[src/design/jsu_pkg.sv]
// Package for the JSON string unescape unit.
// Holds the decode mode type, the result group type, character codes and the hex digit helper.
// No dependencies.
package jsu_pkg;

  localparam int unsigned MAX_RESULTS = 4;
  localparam int unsigned IDX_W       = $clog2(MAX_RESULTS);
  localparam int unsigned HELD_DEPTH  = 3;

  localparam logic [7:0] CHAR_QUOTE  = 8'h22;
  localparam logic [7:0] CHAR_BSLASH = 8'h5C;
  localparam logic [7:0] CHAR_SLASH  = 8'h2F;
  localparam logic [7:0] CHAR_B      = 8'h62;
  localparam logic [7:0] CHAR_F      = 8'h66;
  localparam logic [7:0] CHAR_N      = 8'h6E;
  localparam logic [7:0] CHAR_R      = 8'h72;
  localparam logic [7:0] CHAR_T      = 8'h74;
  localparam logic [7:0] CHAR_U      = 8'h75;
  localparam logic [7:0] CHAR_ZERO   = 8'h30;
  localparam logic [7:0] CHAR_NINE   = 8'h39;
  localparam logic [7:0] CHAR_UP_A   = 8'h41;
  localparam logic [7:0] CHAR_UP_Z   = 8'h5A;
  localparam logic [7:0] CHAR_LOW_A  = 8'h61;
  localparam logic [7:0] CASE_OFFSET = 8'h20;

  localparam logic [7:0] CTRL_BS = 8'h08;
  localparam logic [7:0] CTRL_FF = 8'h0C;
  localparam logic [7:0] CTRL_LF = 8'h0A;
  localparam logic [7:0] CTRL_CR = 8'h0D;
  localparam logic [7:0] CTRL_HT = 8'h09;

  typedef enum logic [1:0] {
    MODE_NORMAL = 2'd0,
    MODE_ESCAPE = 2'd1,
    MODE_HEX    = 2'd2
  } mode_t;

  // Decoded bytes of one input beat
  typedef struct packed {
    logic                              has;
    logic [IDX_W-1:0]                  last_idx;
    logic                              str_last;
    logic [MAX_RESULTS-1:0][7:0]       bytes;
  } group_t;

  // Lenient digit value, low 8 bits
  function automatic logic [7:0] hex_value(input logic [7:0] c);
    logic [7:0] v;
    v = c;
    if (c >= CHAR_ZERO && c <= CHAR_NINE) begin
      return c - CHAR_ZERO;
    end
    if (c >= CHAR_UP_A && c <= CHAR_UP_Z) begin
      v = c + CASE_OFFSET;
    end
    return v - CHAR_LOW_A + 8'd10;
  endfunction

endpackage

[src/design/jsu_decoder.sv]
// Escape decoder: mode, hex count and held hex bytes, with the decode of one beat.
// Depends on jsu_pkg.
module jsu_decoder (
  input  logic            clk,
  input  logic            rst,
  input  logic            accept,
  input  logic [7:0]      in_byte,
  input  logic            string_last,
  output jsu_pkg::group_t res
);
  import jsu_pkg::*;

  mode_t      mode, mode_next;
  logic [1:0] seen, seen_next;
  logic [7:0] held [HELD_DEPTH];
  logic       held_we;
  logic [3:0] hi_digit;

  // only the third held digit reaches the low byte of the code point
  assign hi_digit = 4'(hex_value(held[2]));

  always_comb begin
    res          = '0;
    res.str_last = string_last;
    res.bytes    = {MAX_RESULTS{in_byte}};
    mode_next    = mode;
    seen_next    = seen;
    held_we      = 1'b0;
    case (mode)
      MODE_ESCAPE: begin
        mode_next = MODE_NORMAL;
        res.has   = 1'b1;
        case (in_byte)
          CHAR_QUOTE:  res.bytes[0] = CHAR_QUOTE;
          CHAR_BSLASH: res.bytes[0] = CHAR_BSLASH;
          CHAR_SLASH:  res.bytes[0] = CHAR_SLASH;
          CHAR_B:      res.bytes[0] = CTRL_BS;
          CHAR_F:      res.bytes[0] = CTRL_FF;
          CHAR_N:      res.bytes[0] = CTRL_LF;
          CHAR_R:      res.bytes[0] = CTRL_CR;
          CHAR_T:      res.bytes[0] = CTRL_HT;
          CHAR_U: begin
            res.bytes[0] = CHAR_U;
            if (!string_last) begin
              res.has   = 1'b0;
              mode_next = MODE_HEX;
              seen_next = 2'd0;
            end
          end
          default: begin
            res.bytes[0] = CHAR_BSLASH;
            res.bytes[1] = in_byte;
            res.last_idx = IDX_W'(1);
          end
        endcase
      end
      MODE_HEX: begin
        if (seen == 2'd3) begin
          res.has      = 1'b1;
          res.bytes[0] = {hi_digit, 4'b0000} + hex_value(in_byte);
          mode_next    = MODE_NORMAL;
          seen_next    = 2'd0;
        end else if (string_last) begin
          // cut short: 'u', held bytes, current byte
          res.has      = 1'b1;
          res.bytes[0] = CHAR_U;
          res.bytes[1] = (seen >= 2'd1) ? held[0] : in_byte;
          res.bytes[2] = (seen >= 2'd2) ? held[1] : in_byte;
          res.bytes[3] = in_byte;
          res.last_idx = IDX_W'(seen + 2'd1);
        end else begin
          held_we   = 1'b1;
          seen_next = seen + 2'd1;
        end
      end
      default: begin
        if (in_byte == CHAR_BSLASH && !string_last) begin
          mode_next = MODE_ESCAPE;
        end else begin
          res.has = 1'b1;
        end
      end
    endcase
    if (string_last) begin
      mode_next = MODE_NORMAL;
      seen_next = 2'd0;
    end
  end

  always_ff @(posedge clk) begin
    if (rst) begin
      mode <= MODE_NORMAL;
      seen <= 2'd0;
    end else if (accept) begin
      mode <= mode_next;
      seen <= seen_next;
    end
  end

  always_ff @(posedge clk) begin
    if (accept && held_we) begin
      held[seen] <= in_byte;
    end
  end

endmodule

[src/design/jsu_serializer.sv]
// Result register: holds one beat's decoded bytes and sends them out one per cycle while m_tready is high.
// Depends on jsu_pkg.
module jsu_serializer (
  input  logic            clk,
  input  logic            rst,
  input  logic            load,
  input  jsu_pkg::group_t res,
  output logic            can_load,
  output logic            m_tvalid,
  input  logic            m_tready,
  output logic [7:0]      m_tdata,   // out_byte
  output logic            m_tuser,   // run_last
  output logic            m_tlast    // out_string_last
);
  import jsu_pkg::*;

  group_t           grp;
  logic             valid;
  logic [IDX_W-1:0] idx;
  logic             take, done;

  assign take     = valid && m_tready;
  assign done     = take && (idx == grp.last_idx);
  assign can_load = !valid || done;

  assign m_tvalid = valid;
  assign m_tdata  = grp.bytes[idx];
  assign m_tuser  = (idx == grp.last_idx);
  assign m_tlast  = m_tuser && grp.str_last;

  always_ff @(posedge clk) begin
    if (rst) begin
      valid <= 1'b0;
      idx   <= '0;
    end else if (load) begin
      valid <= 1'b1;
      idx   <= '0;
    end else if (done) begin
      valid <= 1'b0;
      idx   <= '0;
    end else if (take) begin
      idx <= idx + 1'b1;
    end
  end

  always_ff @(posedge clk) begin
    if (load) begin
      grp <= res;
    end
  end

  a_idx_range: assert property (@(posedge clk) disable iff (rst)
    valid |-> idx <= grp.last_idx)
    else $error("result index past last byte");

  a_no_overwrite: assert property (@(posedge clk) disable iff (rst)
    !(load && valid && !done))
    else $error("result group overwritten before drained");

  a_tlast_on_run_end: assert property (@(posedge clk) disable iff (rst)
    m_tvalid && m_tlast |-> m_tuser)
    else $error("string end off a run end");

  a_drain_clears: assert property (@(posedge clk) disable iff (rst)
    done && !load |=> !m_tvalid)
    else $error("valid held after final byte");

endmodule

[src/design/json_string_unescape_unit.sv]
// JSON string unescape unit: one raw byte per beat in, decoded bytes out.
// A decoded beat's first byte is on m_tdata in the cycle after it is accepted.
// Throughput: one input beat per cycle when m_tready is high; a beat that yields k bytes
// holds s_tready low until the cycle its last byte is taken, sending them one per cycle.
// Reset (rst, synchronous): normal mode, no hex digits held, output empty.
// Depends on jsu_pkg, jsu_decoder, jsu_serializer.
module json_string_unescape_unit (
  input  logic       clk,
  input  logic       rst,
  input  logic       s_tvalid,
  output logic       s_tready,
  input  logic [7:0] s_tdata,   // in_byte
  input  logic       s_tlast,   // string_last
  output logic       m_tvalid,
  input  logic       m_tready,
  output logic [7:0] m_tdata,   // out_byte
  output logic       m_tuser,   // run_last
  output logic       m_tlast    // out_string_last
);
  import jsu_pkg::*;

  group_t res;
  logic   accept;
  logic   can_load;

  assign s_tready = can_load;
  assign accept   = s_tvalid && s_tready;

  jsu_decoder u_dec (
    .clk         (clk),
    .rst         (rst),
    .accept      (accept),
    .in_byte     (s_tdata),
    .string_last (s_tlast),
    .res         (res)
  );

  jsu_serializer u_ser (
    .clk      (clk),
    .rst      (rst),
    .load     (accept && res.has),
    .res      (res),
    .can_load (can_load),
    .m_tvalid (m_tvalid),
    .m_tready (m_tready),
    .m_tdata  (m_tdata),
    .m_tuser  (m_tuser),
    .m_tlast  (m_tlast)
  );

endmodule
[config.mk]
export PLATFORM = sky130hd
export DESIGN_NAME = json_string_unescape_unit
export DESIGN_NICKNAME = d
export VERILOG_FILES = /design/src/design/jsu_pkg.sv /design/src/design/jsu_decoder.sv /design/src/design/jsu_serializer.sv /design/src/design/json_string_unescape_unit.sv
export SDC_FILE = /design/constraint.sdc
export NUM_CORES = 1
export LEC_CHECK = 0
export BUFFER_PORTS_ARGS = -buffer_cell sky130_fd_sc_hd__buf_2
export CELL_PAD_IN_SITES_DETAIL_PLACEMENT = 2
export CELL_PAD_IN_SITES_GLOBAL_PLACEMENT = 2
export CORE_MARGIN = 5
export CORE_UTILIZATION = 30
export CTS_BUF_LIST = sky130_fd_sc_hd__clkbuf_16
export CTS_CLUSTER_SIZE = 14
export DETAILED_ROUTE_END_ITERATION = 10
export PLACE_DENSITY = 0.58
export SETUP_SLACK_MARGIN = 0.5
export SYNTH_ARGS = -nofsm -noshare
export SYNTH_HDL_FRONTEND = slang
export SYNTH_HIERARCHICAL = 1
export SYNTH_SLANG_ARGS = --single-unit
[constraint.sdc]
create_clock -name clk -period 4.2 [get_ports clk]
set_input_delay 0.21 -clock clk [delete_from_list [all_inputs] [get_ports clk]]
set_output_delay 0.21 -clock clk [all_outputs]
set_load 0.05 [all_outputs]
==> impl_summary.log, run 1 <==
INFO  metric postLayoutCellArea = 0.004589 mm2
INFO  metric detail-route-antenna-nets = 0
INFO  metric wirelength_met1 = 5485 um
INFO  metric clock_path_buffers = 2
INFO  metric rsz0062_at_grt = false
INFO  metric cts_buffers = 9
INFO  metric drt-vias-per-instance = 5.342
INFO  metric power.total = 1765 uW
INFO  metric ys_async_sr_fraction = 0
INFO  metric placement.io_buffers = 24
INFO  metric worst_setup_path_end_kind = flop
INFO  metric worst_slew_pin_slew = 0.7795 ns
INFO  metric critPathLaunchType = input port
INFO  metric peakVddDrop = 190.5 uV
INFO  metric clk-insertion-delay-late = 0.33 ns
INFO  metric max_cap_viol_count = 0
INFO  metric synth_largest_type_area_fraction = 0.4307
INFO  metric ys_top_cells_by_count = sky130_fd_sc_hd__edfxtp_1, sky130_fd_sc_hd__nand2_1, sky130_fd_sc_hd__ha_1
INFO  metric dp_hpwl = 8397 um
INFO  metric ys_ff_latch = 66
INFO  metric synth.distinct_cells = 74
INFO  metric finalWorstPathRequiredPeriod = 3.348 ns
INFO  metric nets_finish = 403
INFO  metric wl_met2 = 5516 um
INFO  metric synth-edff-count = 59
INFO  metric dominantRegCellSynth = sky130_fd_sc_hd__edfxtp_1
INFO  metric path_clk_slew = 0.06 ns
INFO  metric grtUsageTotal = 0.1477
INFO  metric slew-limit-headroom = 0.4796
INFO  metric met3_length = 486 um
INFO  metric die_width = 127.1 um
INFO  metric fin_worst_skew = 0.007610 ns
INFO  metric final-hold-violation-count = 0
INFO  metric cts_max_level = 3
INFO  metric ys_seq_area_frac = 0.4647
INFO  metric drt-wirelength-per-cell = 21.27 um
INFO  metric dpl_cell_area = 0.004275 mm2
INFO  metric top_signal_layer_used = met4
INFO  metric die_area = 0.01616 mm2
INFO  metric area_growth = 11.56%
INFO  metric floorplan.die.height = 127.1 um
INFO  metric wire_length_of_the_first_global_routing_pass = 18,200 um
INFO  metric drc = 0
INFO  metric synth.yosys.warnings = 6
INFO  metric post-synth-top-area-cell = sky130_fd_sc_hd__edfxtp_1
INFO  metric cts-root-buf = sky130_fd_sc_hd__clkbuf_16
INFO  metric layout_worst_path_cycle_share = 0.7970
INFO  metric critical_path_class = input port to flop
INFO  metric netlist_instances = 352
INFO  metric drive_above_1_share = 0.2054
INFO  metric cts.sinks = 66
INFO  metric total_grt_overflow = 0
INFO  metric clock_tree_from_tritoncts = done
INFO  metric cts_setup_buffers = 0
INFO  metric rows = 42
INFO  metric antenna-diode-count = 0
INFO  metric first_iter_violations = 147
INFO  metric postRouteWirelength = 11,620 um
INFO  metric max_clock_freq = 0.2987 GHz
INFO  metric place_inst = 530
INFO  metric critPathArrivalTime = 3.42 ns
INFO  metric setup-tns-final = 0 ns
INFO  metric timing_max_transition_violations_final = 0
INFO  metric holdCritPathClass = input port to flop
INFO  metric power-per-cell-area = 384.6 mW/mm2
INFO  metric report.final.setup_viol = 0
INFO  metric start_util = 0.3082
INFO  metric synth.top_cells.by_area = sky130_fd_sc_hd__edfxtp_1, sky130_fd_sc_hd__ha_1, sky130_fd_sc_hd__mux4_2, sky130_fd_sc_hd__dfxtp_1, sky130_fd_sc_hd__mux2_2
INFO  metric drt-pass1-iter-count = 4
INFO  metric grt_pass1_vias = 3,085
INFO  metric syn_avg_cell_area = 11.69 um2
INFO  metric status = completed
INFO  metric core_area = 0.01335 mm2
INFO  metric grt_max_degree = 38
INFO  metric netlist_area = 0.004114 mm2
INFO  metric place_congestion = 0.7659
INFO  metric synthMostInstantiatedCell = sky130_fd_sc_hd__edfxtp_1
INFO  metric syn-num-nets = 390
INFO  metric post_layout_nonfiller_instances = 546
INFO  metric cp_max_fo = 16
INFO  metric antenna_violations_before_repair = 0
INFO  metric leakagePower = 0.001673 uW
INFO  metric num_io_pins = 25
INFO  metric worstPathRequired = 4.28 ns
INFO  metric via_count = 2,917
layout by cell type, fill, tap and decap left out, types with 3 or more instances in the layout:
| cell | count |
|---|---|
| sky130_fd_sc_hd__a21bo_2 | 3 |
| sky130_fd_sc_hd__a21oi_1 | 16 |
| sky130_fd_sc_hd__a22o_1 | 7 |
| sky130_fd_sc_hd__a22oi_1 | 4 |
| sky130_fd_sc_hd__a311oi_1 | 3 |
| sky130_fd_sc_hd__a31oi_1 | 4 |
| sky130_fd_sc_hd__and2_1 | 4 |
| sky130_fd_sc_hd__and3_1 | 6 |
| sky130_fd_sc_hd__buf_2 | 24 |
| sky130_fd_sc_hd__buf_4 | 5 |
| sky130_fd_sc_hd__clkbuf_16 | 9 |
| sky130_fd_sc_hd__dfxtp_1 | 7 |
| sky130_fd_sc_hd__edfxtp_1 | 59 |
| sky130_fd_sc_hd__ha_1 | 24 |
| sky130_fd_sc_hd__inv_1 | 17 |
| sky130_fd_sc_hd__mux2_2 | 9 |
| sky130_fd_sc_hd__mux2i_1 | 3 |
| sky130_fd_sc_hd__mux4_2 | 7 |
| sky130_fd_sc_hd__nand2_1 | 25 |
| sky130_fd_sc_hd__nand2b_1 | 4 |
| sky130_fd_sc_hd__nand3_1 | 9 |
| sky130_fd_sc_hd__nand4_1 | 4 |
| sky130_fd_sc_hd__nor2_1 | 14 |
| sky130_fd_sc_hd__nor2b_1 | 5 |
| sky130_fd_sc_hd__o2111ai_1 | 4 |
| sky130_fd_sc_hd__o21ai_0 | 14 |
| sky130_fd_sc_hd__o21ai_1 | 5 |
| sky130_fd_sc_hd__o21bai_1 | 4 |
| sky130_fd_sc_hd__o221ai_1 | 3 |
| sky130_fd_sc_hd__xnor2_1 | 9 |
| sky130_fd_sc_hd__xor2_1 | 3 |
path summary, 6_finish.rpt:
path                                  startpoint       endpoint  slack, ns  depth (start not counted)
worst max register to register  u_dec/held[2][0]   u_ser/grp[7]       0.93                         12
worst min-delay path                  s_tdata[0]  u_ser/grp[24]       0.11                          1
worst min register to register     u_dec/mode[1]  u_dec/mode[1]       0.49                          2
worst max-delay path                  s_tdata[5]   u_ser/grp[7]       0.85                         15
logic make-up (layout without fill, tap and decap cells):
group,after synthesis,after routing,share of synthesized area
compound gates,89,89,0.1548
flops,66,66,0.4647
simple gates,94,94,0.1268
buf+inv,44,62,0.06813
xor+xnor,12,12,0.02555
fa+ha+maj,25,25,0.07786
mux,22,22,0.08212
state kept, by name, summed over array words and instances (netlist names):
register	count
u_dec/held	24
u_dec/mode	2
u_dec/seen	2
u_ser/grp	35
u_ser/idx	2
u_ser/m_tvalid	1
routing by layer:
layer	GRT usage	vias to the layer above
met1	0.2001	1502
li1	-	1354
met2	0.2385	54
met4	0.04606	0
met5	0	-
met3	0.02963	7
worst max-delay path: stages:
cell and delay, ns:
sky130_fd_sc_hd__buf_2 0.30, sky130_fd_sc_hd__clkinvlp_4 0.29, sky130_fd_sc_hd__ha_1 0.24, sky130_fd_sc_hd__nor4bb_1 0.12, sky130_fd_sc_hd__o21bai_1 0.29, sky130_fd_sc_hd__nand3_2 0.16, sky130_fd_sc_hd__mux2_1 0.35, sky130_fd_sc_hd__a311oi_1 0.29
sky130_fd_sc_hd__mux2i_1 0.13, sky130_fd_sc_hd__ha_1 0.33, sky130_fd_sc_hd__a21oi_1 0.17, sky130_fd_sc_hd__xnor2_1 0.19, sky130_fd_sc_hd__xnor2_1 0.12, sky130_fd_sc_hd__o2111ai_1 0.13, sky130_fd_sc_hd__nand3_1 0.10
power by group:
group          internal (uW)  switching, uW  leakage, uW
Clock                    513            290     0.000154
Sequential               745           9.70     0.000611
Combinational           69.1            138     0.000908
Total                   1330            437      0.00167
area by class of cell:
class	count	area (um2)
sequential	66	1912
timing repair buffer	29	157.7
clock buffer	9	225.2
clock inverter	7	85.08
tap	176	220.2
inverter	17	67.56
fill	1440	8758
multi-input combinational	242	1922
stage by stage:
| stage | hold slack [ns] | utilization | setup WS, ns |
|---|---|---|---|
| floorplan | 0.2791 | - | 0.8956 |
| global placement | 0.4406 | 0.3203 | 0.5730 |
| detailed placement | 0.4457 | 0.3203 | 0.4551 |
| CTS | 0.09331 | 0.3436 | 0.8084 |
| global route | 0.1030 | 0.3438 | 0.5317 |
| finish | 0.1100 | 0.3438 | 0.8524 |
repair_timing:
action | in CTS | in global routing
endpoints found under the setup margin | 0 | 1
gates resized for setup | 0 | 1
hold buffers | 0 | 0
Note: power is estimated with default switching activity, not from simulation.
==> inputs of run 2 (changes only) <==
ABC_AREA = 1   (was default)
PLACE_DENSITY = 0.64   (was 0.58)
clock period = 2.9 ns   (was 4.2 ns; I/O delays follow)
==> impl_summary.log, run 2 <==
INFO  metric drive_above_1_share = 0.3092
INFO  metric dp_hpwl = 9723 um
INFO  metric num_io_pins = 25
INFO  metric synth-edff-count = 59
INFO  metric start_util = 0.3059
INFO  metric synth_largest_type_area_fraction = 0.4373
INFO  metric place_congestion = 0.7910
INFO  metric peakVddDrop = 255.6 uV
INFO  metric drc = 0
INFO  metric post-synth-top-area-cell = sky130_fd_sc_hd__edfxtp_1
INFO  metric path_clk_slew = 0.05 ns
INFO  metric netlist_instances = 441
INFO  metric syn_avg_cell_area = 9.187 um2
INFO  metric synth.yosys.warnings = 6
INFO  metric holdCritPathClass = input port to flop
INFO  metric worst_setup_path_end_kind = flop
INFO  metric finalHoldWorstSlack = 0.05577 ns
INFO  metric status = completed
INFO  metric worst_slew_pin_slew = 0.5506 ns
INFO  metric most-common-layout-cells = sky130_fd_sc_hd__edfxtp_1, sky130_fd_sc_hd__nand2_1, sky130_fd_sc_hd__nor2_1
INFO  metric area_growth = 25.23%
INFO  metric synth.top_cells.by_area = sky130_fd_sc_hd__edfxtp_1, sky130_fd_sc_hd__ha_1, sky130_fd_sc_hd__nand2_1, sky130_fd_sc_hd__nor2_1, sky130_fd_sc_hd__inv_1
INFO  metric wire_length_of_the_first_global_routing_pass = 20,890 um
INFO  metric core_area = 0.01324 mm2
INFO  metric cp_max_fo = 4
INFO  metric synthMostInstantiatedCell = sky130_fd_sc_hd__edfxtp_1
INFO  metric finalWorstPathRequiredPeriod = 2.718 ns
INFO  metric fin_worst_skew = 0.009473 ns
INFO  metric rsz0062_at_grt = true
INFO  metric timing_max_transition_violations_final = 0
INFO  metric clk-insertion-delay-late = 0.33 ns
INFO  metric report.final.setup_viol = 0
INFO  metric ys_ff_latch = 66
INFO  metric power.total = 2964 uW
INFO  metric total_grt_overflow = 0
INFO  metric max_cap_viol_count = 0
INFO  metric antenna_violations_before_repair = 0
INFO  metric rows = 42
INFO  metric clock_path_buffers = 2
INFO  metric via_count = 3,421
INFO  metric post_layout_nonfiller_instances = 687
INFO  metric syn-num-nets = 479
INFO  metric ys_async_sr_fraction = 0
INFO  metric clock_tree_from_tritoncts = done
INFO  metric worstPathRequired = 2.97 ns
INFO  metric largest_register_ff_count = 35
INFO  metric detail-route-antenna-nets = 0
INFO  metric cts_buffers = 9
INFO  metric max_clock_freq = 0.3680 GHz
INFO  metric die_area = 0.01593 mm2
INFO  metric die_width = 126.2 um
INFO  metric critical_path_class = flop to flop
INFO  metric cts-root-buf = sky130_fd_sc_hd__clkbuf_16
INFO  metric netlist_area = 0.004051 mm2
INFO  metric synth.distinct_cells = 45
INFO  metric largest-register = u_ser/grp
INFO  metric layout_worst_path_cycle_share = 0.9371
INFO  metric antenna-diode-count = 0
INFO  metric floorplan.die.height = 126.2 um
INFO  metric grt_pass1_vias = 3,748
INFO  metric ys_top_cells_by_count = sky130_fd_sc_hd__edfxtp_1, sky130_fd_sc_hd__nand2_1, sky130_fd_sc_hd__nor2_1
INFO  metric cts_max_level = 3
INFO  metric cts.sinks = 66
INFO  metric place_inst = 662
INFO  metric leakagePower = 0.002053 uW
INFO  metric placement.io_buffers = 24
INFO  metric drt-vias-per-instance = 4.980
INFO  metric drt-pass1-iter-count = 4
INFO  metric commonest_non_fill_non_tap_cell_in_the_layout = sky130_fd_sc_hd__edfxtp_1
INFO  metric critPathLaunchType = flop
INFO  metric grt_max_degree = 20
INFO  metric layout_top_registers = u_ser/grp: 35 flops, u_dec/held: 24 flops
INFO  metric postRouteWirelength = 13,230 um
INFO  metric grtUsageTotal = 0.1699
INFO  metric critPathArrivalTime = 2.79 ns
INFO  metric nets_finish = 544
INFO  metric ys_seq_area_frac = 0.4719
INFO  metric power-per-cell-area = 584.3 mW/mm2
INFO  metric slew-limit-headroom = 0.6321
INFO  metric drt-wirelength-per-cell = 19.25 um
INFO  metric dominantRegCellSynth = sky130_fd_sc_hd__edfxtp_1
INFO  metric final-hold-violation-count = 0
INFO  metric first_iter_violations = 124
## run 2: cell count changes in the layout (fill, tap and decap cells not counted), sizes merged, moves of 9 or more
cell	before	now
o22ai	1	10
nor2	15	58
buf	29	72
mux2	11	0
inv	17	54
nand2	25	73
nand3	10	32
o21ai	20	39
## run 2: final timing paths
| check | from | to | slack, ns | cells past startpoint |
|---|---|---|---|---|
| min | rst | u_ser/m_tvalid | 0.06 | 2 |
| max | u_dec/held[2][0] | u_ser/grp[6] | 0.18 | 15 |
| min reg2reg | u_dec/mode[1] | u_dec/mode[1] | 0.49 | 2 |
| max reg2reg | u_dec/held[2][0] | u_ser/grp[6] | 0.18 | 15 |
## run 2: worst max-delay path, stage by stage (launching register included)
cell                       delay, ns
sky130_fd_sc_hd__edfxtp_1       0.49
sky130_fd_sc_hd__inv_2          0.12
sky130_fd_sc_hd__ha_4           0.13
sky130_fd_sc_hd__nor2_2         0.03
sky130_fd_sc_hd__o21ai_2        0.13
sky130_fd_sc_hd__nand2_2        0.10
sky130_fd_sc_hd__buf_4          0.16
sky130_fd_sc_hd__nand2_1        0.05
sky130_fd_sc_hd__o21ai_1        0.09
sky130_fd_sc_hd__buf_4          0.15
sky130_fd_sc_hd__fa_2           0.38
sky130_fd_sc_hd__xor2_1         0.18
sky130_fd_sc_hd__o221ai_1       0.18
sky130_fd_sc_hd__nand3_1        0.10
sky130_fd_sc_hd__o21ai_1        0.09
sky130_fd_sc_hd__inv_1          0.07
## run 2: kinds of logic after synthesis
logic type,after synthesis,share of synthesized area
XOR/XNOR,8,0.01730
AND/OR/NAND/NOR,181,0.2134
AO/OA/AOI/OAI,88,0.1310
buffers and inverters,73,0.08740
flip-flops,66,0.4719
adder cells (fa/ha/maj),25,0.07906
## run 2: stage by stage
step | cell area (um2) | worst slack (ns) | utilization | TNS (ns)
after floorplan | 4099 | 0.2558 | - | 0
after global routing | 5074 | -0.05630 | 0.3831 | -0.05630
after CTS | 4970 | 0.2459 | 0.3753 | 0
after global placement | 4591 | -0.04327 | 0.3467 | -0.04327
final | 5074 | 0.1824 | 0.3831 | 0
after detailed placement | 4591 | -0.1505 | 0.3467 | -0.2406
## run 2: layout make-up
| type | count | area [um2] |
|---|---|---|
| tap | 176 | 220.2 |
| timing repair buffer | 72 | 495.5 |
| clock buffer | 9 | 225.2 |
| inverter | 54 | 217.7 |
| fill | 1510 | 8169 |
| multi-input combinational | 303 | 1944 |
| clock inverter | 7 | 56.30 |
| sequential | 66 | 1914 |
## run 2: where the power goes
group          switching (uW)  total [uW]  internal, uW
registers                33.3        1190          1150
logic                     516         745           229
clock network             383        1030           649
total                     933        2960          2030
## run 2: what timing repair did
action,in CTS,in global routing
setup endpoints to repair,48,59
setup buffers,3,5
cloned,1,0
hold buffers,0,0
pin swaps,5,12
resized for setup,20,13
## run 2: per-layer routing
| layer | up-vias | routed length [um] | GRT usage |
|---|---|---|---|
| met5 | - | 0 | 0 |
| met3 | 17 | 247 | 0.02625 |
| met4 | 0 | 240 | 0.05110 |
| met1 | 1739 | 5863 | 0.2112 |
| met2 | 33 | 6875 | 0.3033 |
| li1 | 1632 | - | - |
